--- config.mk ---
export PLATFORM = sky130hd
export DESIGN_NAME = multi_terminal_line_buffer
export DESIGN_NICKNAME = d
export VERILOG_FILES = /design/src/rtl/mtlb_pkg.sv /design/src/rtl/mtlb_out_reg.sv /design/src/rtl/multi_terminal_line_buffer.sv
export VERILOG_INCLUDE_DIRS = /design/src /design/src/rtl
export SDC_FILE = /design/constraint.sdc
export NUM_CORES = 2
export LEC_CHECK = 0
export ABC_AREA = 1
export BUFFER_PORTS_ARGS = -buffer_cell sky130_fd_sc_hd__buf_4
export CAP_MARGIN = 20
export CORE_MARGIN = 2
export CORE_UTILIZATION = 50
export DETAILED_ROUTE_END_ITERATION = 8
export PLACE_DENSITY = 0.63
export RECOVER_POWER = 25
export SYNTH_ARGS = -nofsm -noshare
export SYNTH_HDL_FRONTEND = slang
export SYNTH_SLANG_ARGS = --single-unit
--- constraint.sdc ---
create_clock -name i_clk -period 10.2 [get_ports i_clk]
set_input_delay 1.02 -clock i_clk [delete_from_list [all_inputs] [get_ports i_clk]]
set_output_delay 1.02 -clock i_clk [all_outputs]
set_load 0.05 [all_outputs]
--- src/rtl/assert_macros.svh ---
// Assertion macros shared by the line buffer RTL.
// Defining NO_ASSERTIONS removes every checker from the build.
`ifndef ASSERT_MACROS_SVH
`define ASSERT_MACROS_SVH
`ifndef NO_ASSERTIONS
`define ASSERT_HOLDS(lbl, clk, rstn, expr, msg) \
    lbl: assert property (@(posedge clk) disable iff (!rstn) (expr)) else $error(msg);
`define ASSERT_IMPLIES(lbl, clk, rstn, ante, cons, msg) \
    lbl: assert property (@(posedge clk) disable iff (!rstn) (ante) |-> (cons)) \
        else $error(msg);
`define ASSERT_NEXT(lbl, clk, rstn, ante, cons, msg) \
    lbl: assert property (@(posedge clk) disable iff (!rstn) (ante) |=> (cons)) \
        else $error(msg);
`else
`define ASSERT_HOLDS(lbl, clk, rstn, expr, msg)
`define ASSERT_IMPLIES(lbl, clk, rstn, ante, cons, msg)
`define ASSERT_NEXT(lbl, clk, rstn, ante, cons, msg)
`endif
`endif

--- src/rtl/mtlb_pkg.sv ---
// Shared constants, codes, result type and address helper for the line buffer.
// No dependencies; imported by every module of the block.
package mtlb_pkg;

    localparam int LINE_DEPTH     = 64;
    localparam int TERMINAL_COUNT = 4;

    localparam int FILL_W = $clog2(LINE_DEPTH + 1);
    localparam int IDX_W  = $clog2(LINE_DEPTH);
    localparam int TERM_W = (TERMINAL_COUNT > 1) ? $clog2(TERMINAL_COUNT) : 1;
    localparam int ADDR_W = $clog2(TERMINAL_COUNT * LINE_DEPTH);
    localparam int STORE_SIZE = TERMINAL_COUNT * LINE_DEPTH;

    localparam logic [1:0] OP_KEY      = 2'd0;
    localparam logic [1:0] OP_READ     = 2'd1;
    localparam logic [1:0] OP_SET_FLAG = 2'd2;
    localparam logic [1:0] OP_UNUSED   = 2'd3;

    localparam logic [1:0] STS_OK        = 2'd0;
    localparam logic [1:0] STS_REJECTED  = 2'd1;
    localparam logic [1:0] STS_NOT_READY = 2'd2;

    localparam logic [7:0] KEY_NEWLINE   = 8'd10;
    localparam logic [7:0] KEY_BACKSPACE = 8'd8;

    typedef struct packed {
        logic [1:0] status;
        logic [7:0] line_byte;
        logic [6:0] byte_count;
        logic       last;
    } t_result;

    function automatic logic [ADDR_W-1:0] line_addr(input logic [TERM_W-1:0] term,
                                                    input logic [IDX_W-1:0]  pos);
        logic [ADDR_W-1:0] base;
        base = ADDR_W'(term) * ADDR_W'(LINE_DEPTH);
        return base + ADDR_W'(pos);
    endfunction

endpackage

--- src/rtl/mtlb_out_reg.sv ---
// Output holding register for result items on the master-side stream.
// Depends on mtlb_pkg for the result type.
module mtlb_out_reg import mtlb_pkg::*; (
    input  logic        i_clk,
    input  logic        i_rst_n,
    input  logic        i_push,
    input  t_result     i_res,
    output logic        o_ready,
    output logic        m_axis_tvalid,
    input  logic        m_axis_tready,
    output logic [15:0] m_axis_tdata,  // line_byte [7:0], byte_count [14:8], zero [15]
    output logic [1:0]  m_axis_tuser,  // status [1:0]
    output logic        m_axis_tlast   // last
);

    logic    r_valid;
    t_result r_res;

    assign o_ready = !r_valid || m_axis_tready;

    always_ff @(posedge i_clk) begin
        if (!i_rst_n) begin
            r_valid <= 1'b0;
        end else if (o_ready) begin
            r_valid <= i_push;
        end
        if (o_ready && i_push) begin
            r_res <= i_res;
        end
    end

    assign m_axis_tvalid = r_valid;
    assign m_axis_tdata  = {1'b0, r_res.byte_count, r_res.line_byte};
    assign m_axis_tuser  = r_res.status;
    assign m_axis_tlast  = r_res.last;

endmodule

--- src/rtl/multi_terminal_line_buffer.sv ---
// Top level: per-terminal canonical line buffers held in one byte memory.
// Depends on mtlb_pkg, mtlb_out_reg and assert_macros.svh.
//
//  channel  dir  tdata                            tuser
//  s_axis   in   key_byte[7:0] max_bytes[14:8]    opcode[1:0] terminal[3:2]
//  m_axis   out  line_byte[7:0] byte_count[14:8]  status[1:0], tlast = last
//
// A key, set-flag or rejected item is handled as an update, then a result.
// A read checks the fill level, fetches the final byte when the line is
// neither empty nor full, then sends its result items; a complete line streams
// one byte per cycle when not stalled, a rate set by the memory read port.
// Synchronous reset clears fill levels and reading flags; the byte memory is
// not cleared. Output stalls hold the stream in place without losing items.
`include "assert_macros.svh"
module multi_terminal_line_buffer import mtlb_pkg::*; (
    input  logic        i_clk,
    input  logic        i_rst_n,
    input  logic        s_axis_tvalid,
    output logic        s_axis_tready,
    input  logic [15:0] s_axis_tdata,  // key_byte [7:0], max_bytes [14:8], zero [15]
    input  logic [3:0]  s_axis_tuser,  // opcode [1:0], terminal [3:2]
    output logic        m_axis_tvalid,
    input  logic        m_axis_tready,
    output logic [15:0] m_axis_tdata,  // line_byte [7:0], byte_count [14:8], zero [15]
    output logic [1:0]  m_axis_tuser,  // status [1:0]
    output logic        m_axis_tlast   // last
);

    typedef enum logic [1:0] {ST_IDLE, ST_CHECK, ST_STREAM, ST_RESP} t_state;

    t_state              r_state, n_state;
    logic [FILL_W-1:0]   r_fill [TERMINAL_COUNT];
    logic [FILL_W-1:0]   n_fill [TERMINAL_COUNT];
    logic                r_flag [TERMINAL_COUNT];
    logic                n_flag [TERMINAL_COUNT];
    logic [1:0]          r_term, n_term;
    logic [6:0]          r_max, n_max;
    logic [FILL_W-1:0]   r_idx, n_idx;
    logic [FILL_W-1:0]   r_cnt, n_cnt;
    t_result             r_res, n_res;
    logic [7:0]          r_rdata;

    logic [7:0]          line_mem [STORE_SIZE];

    logic                accept;
    logic [1:0]          in_op;
    logic [1:0]          in_term;
    logic [7:0]          in_key;
    logic [6:0]          in_max;
    logic [1:0]          sel_term;
    logic [6:0]          sel_max;
    logic [TERM_W-1:0]   t_idx;
    logic [FILL_W-1:0]   fill_cur;
    logic                flag_cur;
    logic [FILL_W-1:0]   read_cnt;
    logic                complete;
    logic                stream_last;
    logic                mem_we, mem_re;
    logic [ADDR_W-1:0]   mem_waddr, mem_raddr;
    logic [7:0]          mem_wdata;
    logic                out_push, out_ready;
    t_result             out_res;

    assign s_axis_tready = (r_state == ST_IDLE);
    assign accept        = s_axis_tvalid && s_axis_tready;
    assign in_op         = s_axis_tuser[1:0];
    assign in_term       = s_axis_tuser[3:2];
    assign in_key        = s_axis_tdata[7:0];
    assign in_max        = s_axis_tdata[14:8];

    assign sel_term    = (r_state == ST_IDLE) ? in_term : r_term;
    assign sel_max     = (r_state == ST_IDLE) ? in_max : r_max;
    assign t_idx       = TERM_W'(sel_term);
    assign fill_cur    = r_fill[t_idx];
    assign flag_cur    = r_flag[t_idx];
    assign read_cnt    = (sel_max < 7'(fill_cur)) ? FILL_W'(sel_max) : fill_cur;
    assign stream_last = (FILL_W'(r_idx + FILL_W'(1)) == r_cnt);

    always_comb begin
        n_state   = r_state;
        n_fill    = r_fill;
        n_flag    = r_flag;
        n_term    = r_term;
        n_max     = r_max;
        n_idx     = r_idx;
        n_cnt     = r_cnt;
        n_res     = r_res;
        complete  = 1'b0;
        mem_we    = 1'b0;
        mem_waddr = line_addr(t_idx, IDX_W'(fill_cur));
        mem_wdata = in_key;
        mem_re    = 1'b0;
        mem_raddr = line_addr(t_idx, IDX_W'(fill_cur - FILL_W'(1)));
        out_push  = 1'b0;
        out_res   = r_res;

        case (r_state)
            ST_IDLE: begin
                if (accept) begin
                    n_term  = in_term;
                    n_max   = in_max;
                    n_state = ST_RESP;
                    n_res   = '{status: STS_OK, line_byte: 8'd0, byte_count: 7'd0, last: 1'b1};
                    if (int'(in_term) >= TERMINAL_COUNT || in_op == OP_UNUSED) begin
                        n_res.status = STS_REJECTED;
                    end else if (in_op == OP_KEY) begin
                        if (in_key == KEY_NEWLINE && !flag_cur) begin
                            n_fill[t_idx] = '0;
                        end else if (in_key == KEY_BACKSPACE) begin
                            if (fill_cur == '0) begin
                                n_res.status = STS_REJECTED;
                            end else begin
                                n_fill[t_idx] = fill_cur - FILL_W'(1);
                            end
                        end else if ((in_key == KEY_NEWLINE && fill_cur < FILL_W'(LINE_DEPTH))
                                     || fill_cur < FILL_W'(LINE_DEPTH - 1)) begin
                            mem_we        = 1'b1;
                            n_fill[t_idx] = fill_cur + FILL_W'(1);
                        end else begin
                            n_res.status = STS_REJECTED;
                        end
                    end else if (in_op == OP_READ) begin
                        n_flag[t_idx] = 1'b1;
                        if (fill_cur == FILL_W'(LINE_DEPTH)) begin
                            complete = 1'b1;
                        end else if (fill_cur == '0) begin
                            n_res.status = STS_NOT_READY;
                        end else begin
                            mem_re  = 1'b1;
                            n_state = ST_CHECK;
                        end
                    end else begin
                        n_flag[t_idx] = 1'b1;
                    end
                end
            end
            ST_CHECK: begin
                if (r_rdata == KEY_NEWLINE) begin
                    complete = 1'b1;
                end else begin
                    n_res   = '{status: STS_NOT_READY, line_byte: 8'd0, byte_count: 7'd0,
                                last: 1'b1};
                    n_state = ST_RESP;
                end
            end
            ST_STREAM: begin
                out_push = 1'b1;
                out_res  = '{status: STS_OK, line_byte: r_rdata, byte_count: 7'(r_cnt),
                             last: stream_last};
                if (out_ready) begin
                    if (stream_last) begin
                        n_fill[t_idx] = '0;
                        n_flag[t_idx] = 1'b0;
                        n_state       = ST_IDLE;
                    end else begin
                        n_idx     = FILL_W'(r_idx + FILL_W'(1));
                        mem_re    = 1'b1;
                        mem_raddr = line_addr(t_idx, IDX_W'(n_idx));
                    end
                end
            end
            ST_RESP: begin
                out_push = 1'b1;
                if (out_ready) begin
                    n_state = ST_IDLE;
                end
            end
            default: begin
                n_state = ST_IDLE;
            end
        endcase

        if (complete) begin
            if (read_cnt == '0) begin
                n_fill[t_idx] = '0;
                n_flag[t_idx] = 1'b0;
                n_res   = '{status: STS_OK, line_byte: 8'd0, byte_count: 7'd0, last: 1'b1};
                n_state = ST_RESP;
            end else begin
                n_idx     = '0;
                n_cnt     = read_cnt;
                mem_re    = 1'b1;
                mem_raddr = line_addr(t_idx, '0);
                n_state   = ST_STREAM;
            end
        end
    end

    always_ff @(posedge i_clk) begin
        if (!i_rst_n) begin
            r_state <= ST_IDLE;
            for (int i = 0; i < TERMINAL_COUNT; i++) begin
                r_fill[i] <= '0;
                r_flag[i] <= 1'b0;
            end
        end else begin
            r_state <= n_state;
            r_fill  <= n_fill;
            r_flag  <= n_flag;
        end
        r_term <= n_term;
        r_max  <= n_max;
        r_idx  <= n_idx;
        r_cnt  <= n_cnt;
        r_res  <= n_res;
    end

    always_ff @(posedge i_clk) begin
        if (mem_we) begin
            line_mem[mem_waddr] <= mem_wdata;
        end
        if (mem_re) begin
            r_rdata <= line_mem[mem_raddr];
        end
    end

    mtlb_out_reg u_out_reg (
        .i_clk         (i_clk),
        .i_rst_n       (i_rst_n),
        .i_push        (out_push),
        .i_res         (out_res),
        .o_ready       (out_ready),
        .m_axis_tvalid (m_axis_tvalid),
        .m_axis_tready (m_axis_tready),
        .m_axis_tdata  (m_axis_tdata),
        .m_axis_tuser  (m_axis_tuser),
        .m_axis_tlast  (m_axis_tlast)
    );

    `ASSERT_IMPLIES(a_idx_in_range, i_clk, i_rst_n, r_state == ST_STREAM, r_idx < r_cnt, "stream index past count")
    `ASSERT_HOLDS(a_fill_bound, i_clk, i_rst_n, fill_cur <= FILL_W'(LINE_DEPTH), "fill level above line depth")
    `ASSERT_NEXT(a_line_cleared, i_clk, i_rst_n, r_state == ST_STREAM && out_ready && stream_last, r_fill[TERM_W'(r_term)] == '0 && !r_flag[TERM_W'(r_term)] && r_state == ST_IDLE, "line not emptied after read")
    `ASSERT_IMPLIES(a_no_write_in_read, i_clk, i_rst_n, r_state != ST_IDLE, !mem_we, "memory write outside key handling")

endmodule
==> impl_metrics.csv <==
group,metric,value,unit
global_routing,grt_usage,0.265,
sta,setup_violations,0,
worst_setup_path,crit_path_end_kind,"register",
worst_setup_path,worst_setup_path_start_kind,"input pin",
route,firstDrtPassIters,7,
cts,cts_tree,"built",
cts,cts_resized,0,
placed_design,place_area,97200,um2
cts,cts_buffers,214,
sta,fin_crit_sh,0.826,
yosys,synth_top_cells_by_area,"edfxtp_1 (66%), nand3_1 (9.2%), nand3b_1 (5.0%)",
cts,holdBufCountCts,0,
yosys,synth.distinct_cells,47,
cts,clk_pin_slew,70,ps
sta,fmax,0.119,GHz
route,routed_wl,259,mm
yosys,synth_nets,8731,
pwr,powerDensity,259,nW/um2
route,drc_errors,0,
route,wl_per_cell,23.2,um
yosys,syn_avg_cell_area,10.9,um2
yosys,netlist.area_leader.share,0.661,
placed_design,dp_hpwl,144,mm
finish,n_fill_cell,16000,
yosys,ys_ff_latch,2150,
route,vias,64700,
floorplanning,rows,159,
cts,cts_root_buffer,"clkbuf_16",
sta,rsz0062_at_grt,"no",
cts,htreeDepth,4,
route,first_iter_violations,7807,
yosys,synthCells,8703,
yosys,synthArstFlopShare,0,
floorplanning,coreArea,188000,um2
finish,layout-drive-gt1-share,0.0737,
sta,fin_tns_setup,0,ps
yosys,synth_edf_count,2090,
cts,clock_path_buffers,3,
cts,cts.sinks,2150,
sta,slew_viol_final,973,
pwr,vdd.ir_drop.worst,410,uV
sta,fin_skew,32.2,ps
cts,post_cts_buffers,0,
outcome,failed_checks,"capacitance limit, slew limit",
worst_hold_path,holdPathStages,1,
yosys,ys_seq_area_frac,0.674,
placed_design,io_buffers,42,
global_routing,grt_pass1_wl,386,mm
floorplanning,io_pins,45,
worst_setup_path,cp.required,10680,ps
sta,slew_headroom,-4.63,
placed_design,gp_congestion,0.889,
yosys,synth_area,94900,um2
sta,fin_crit,8420,ps
global_routing,grt_pass1_vias,61100,
route,via_per_inst,5.79,
worst_setup_path,cp_max_fo,83,
worst_setup_path,path_class,"in2reg",
worst_setup_path,arrival,8900,ps
cts,clk_latency,860,ps
sta,hold_viol_final,0,
global_routing,grt_start_max_net_pins,177,
worst_setup_path,reg2regPathDepth,24,
floorplanning,fp.dieW,440,um
global_routing,antenna_found_initial,9,
outcome,status,"finished, violations left",
worst_hold_path,hp-class,"in2reg",
run,maxCapViolCount,12,
floorplanning,die_y,440,um
sta,worstMarginPinSlew,8450,ps
finish,nets,8530,
pwr,total_power,27.0,mW
pwr,p_leak,37.2,nW
yosys,synth_ff_type,"edfxtp_1",
floorplanning,start_util,0.504,
yosys,yosysWarnings,0,
floorplanning,dieArea,193000,um2
finish,area_growth,9.58,%
route,detail-route-antenna-nets,0,
yosys,yosys.area.top_type,"edfxtp_1",
finish,finalInstanceArea,104000,um2
global_routing,grt_overflow_total,0,
-- critical path: stages --
cell and delay (ps):
clkbuf_1 3130, inv_1 320, nor4_1 520, nor2_1 110, nor2_2 280, nand2_1 140
nor3_2 180, buf_4 510, inv_1 640, nor2_1 410, nand2_1 630, nor2_1 900
-- final cells by class --
type,instances,area [um2],area share
well taps,2495,3120,0.0300
clock inverters,128,1150,0.0111
inverters,785,2960,0.0285
diodes,5,12.5,0.000120
flip-flops and latches,2150,64000,0.615
repair buffers,169,1490,0.0143
clock buffers,273,5770,0.0554
multi-input cells,5182,25600,0.246
-- flip-flops by register name, indices dropped and copies added, names as in the netlist, 4 cells and up --
register / cells
line_mem: 2048
r_cnt: 7
r_fill: 28
r_flag: 4
r_idx: 7
r_max: 7
r_rdata: 8
r_res: 18
u_out_reg.m_axis_tdata: 15
-- report_power, final --
group | internal (mW) | total (mW) | switching [mW]
Sequential | 9.80 | 9.86 | 0.0572
Combinational | 2.48 | 9.32 | 6.84
Clock | 4.46 | 7.79 | 3.33
-- worst paths after layout --
check | start | endpoint | slack [ps]
worst max-delay path | s_axis_tdata[1] | line_mem[220][0]$_DFFE_PP_ | 1780
worst min-delay path | s_axis_tdata[10] | r_max[2]$_DFFE_PP_ | 370
worst max register to register | r_state[0]$_SDFFE_PN0P_ | line_mem[220][0]$_DFFE_PP_ | 1790
worst min register to register | r_res[8]$_DFF_P_ | r_res[8]$_DFF_P_ | 460
-- per-stage QoR --
step                      utilization  instances  hold WS, ps  setup slack [ps]
final                           0.553      11200          372              1780
after global routing            0.553      11200          347              1230
after CTS                       0.553      11200          295              2620
after detailed placement        0.516      10800          433              2370
after global placement          0.516      10800          431              2460
after floorplan                     -       8703          416              5550
-- layer usage --
metal	track usage	wire (um)	vias to the layer above
met4	0.104	9750	4
li1	-	-	29800
met1	0.374	107000	31600
met2	0.410	119000	2841
met3	0.0445	24000	472
met5	0	34	-
-- synthesized netlist by cell type, types with 5 or more instances --
cell,instances
edfxtp_1,2090
nand3_1,1749
nor2_1,1126
nand2_1,908
inv_1,771
nand3b_1,627
o21ai_0,346
clkbuf_1,268
buf_2,267
or2_2,129
a21oi_1,92
o21ai_1,73
dfxtp_1,60
buf_1,42
nor3_1,21
o211ai_1,16
inv_2,11
o22ai_1,11
xor2_1,11
nand2_2,9
o31ai_1,9
a22oi_1,8
nor2_2,8
nor4_1,6
buf_4,5
nand2_4,5
-- kinds of logic after synthesis --
kind of cell,synth area share
buffers and inverters,0.0582
flip-flops,0.674
XOR/XNOR,0.00101
AND/OR/NAND/NOR,0.235
adder cells (fa/ha/maj),0.000527
multiplexers,0.000105
AO/OA/AOI/OAI,0.0318
other,0.0000395
-- layout by cell type, fill, tap and decap left out, types with 4 or more instances in the layout --
| cell | Yosys | layout |
|---|---|---|
| nand3_2 | 2 | 4 |
| ha_1 | 4 | 4 |
| nor2_2 | 8 | 10 |
| nor3_1 | 21 | 20 |
| dfxtp_1 | 60 | 60 |
| bufinv_16 | 0 | 19 |
| a21oi_1 | 92 | 92 |
| clkbuf_1 | 268 | 66 |
| a22oi_1 | 8 | 8 |
| edfxtp_1 | 2090 | 2090 |
| clkinvlp_4 | 0 | 12 |
| clkbuf_4 | 0 | 10 |
| buf_2 | 267 | 11 |
| clkinv_1 | 3 | 59 |
| o31ai_1 | 9 | 9 |
| clkinv_2 | 0 | 34 |
| or2_2 | 129 | 129 |
| buf_12 | 0 | 24 |
| nand2_8 | 0 | 4 |
| clkbuf_16 | 0 | 222 |
| o21ai_0 | 346 | 345 |
| inv_1 | 771 | 768 |
| nor4_1 | 6 | 5 |
| nand3b_1 | 627 | 627 |
| nand2_2 | 9 | 16 |
| buf_4 | 5 | 101 |
| xor2_1 | 11 | 11 |
| o22ai_1 | 11 | 11 |
| nand3_1 | 1749 | 1747 |
| inv_2 | 11 | 10 |
| nand2_1 | 908 | 899 |
| o21ai_1 | 73 | 73 |
| nor2_1 | 1126 | 1123 |
| diode_2 | 0 | 5 |
| o211ai_1 | 16 | 16 |
Note: power is estimated with default switching activity, not from simulation.
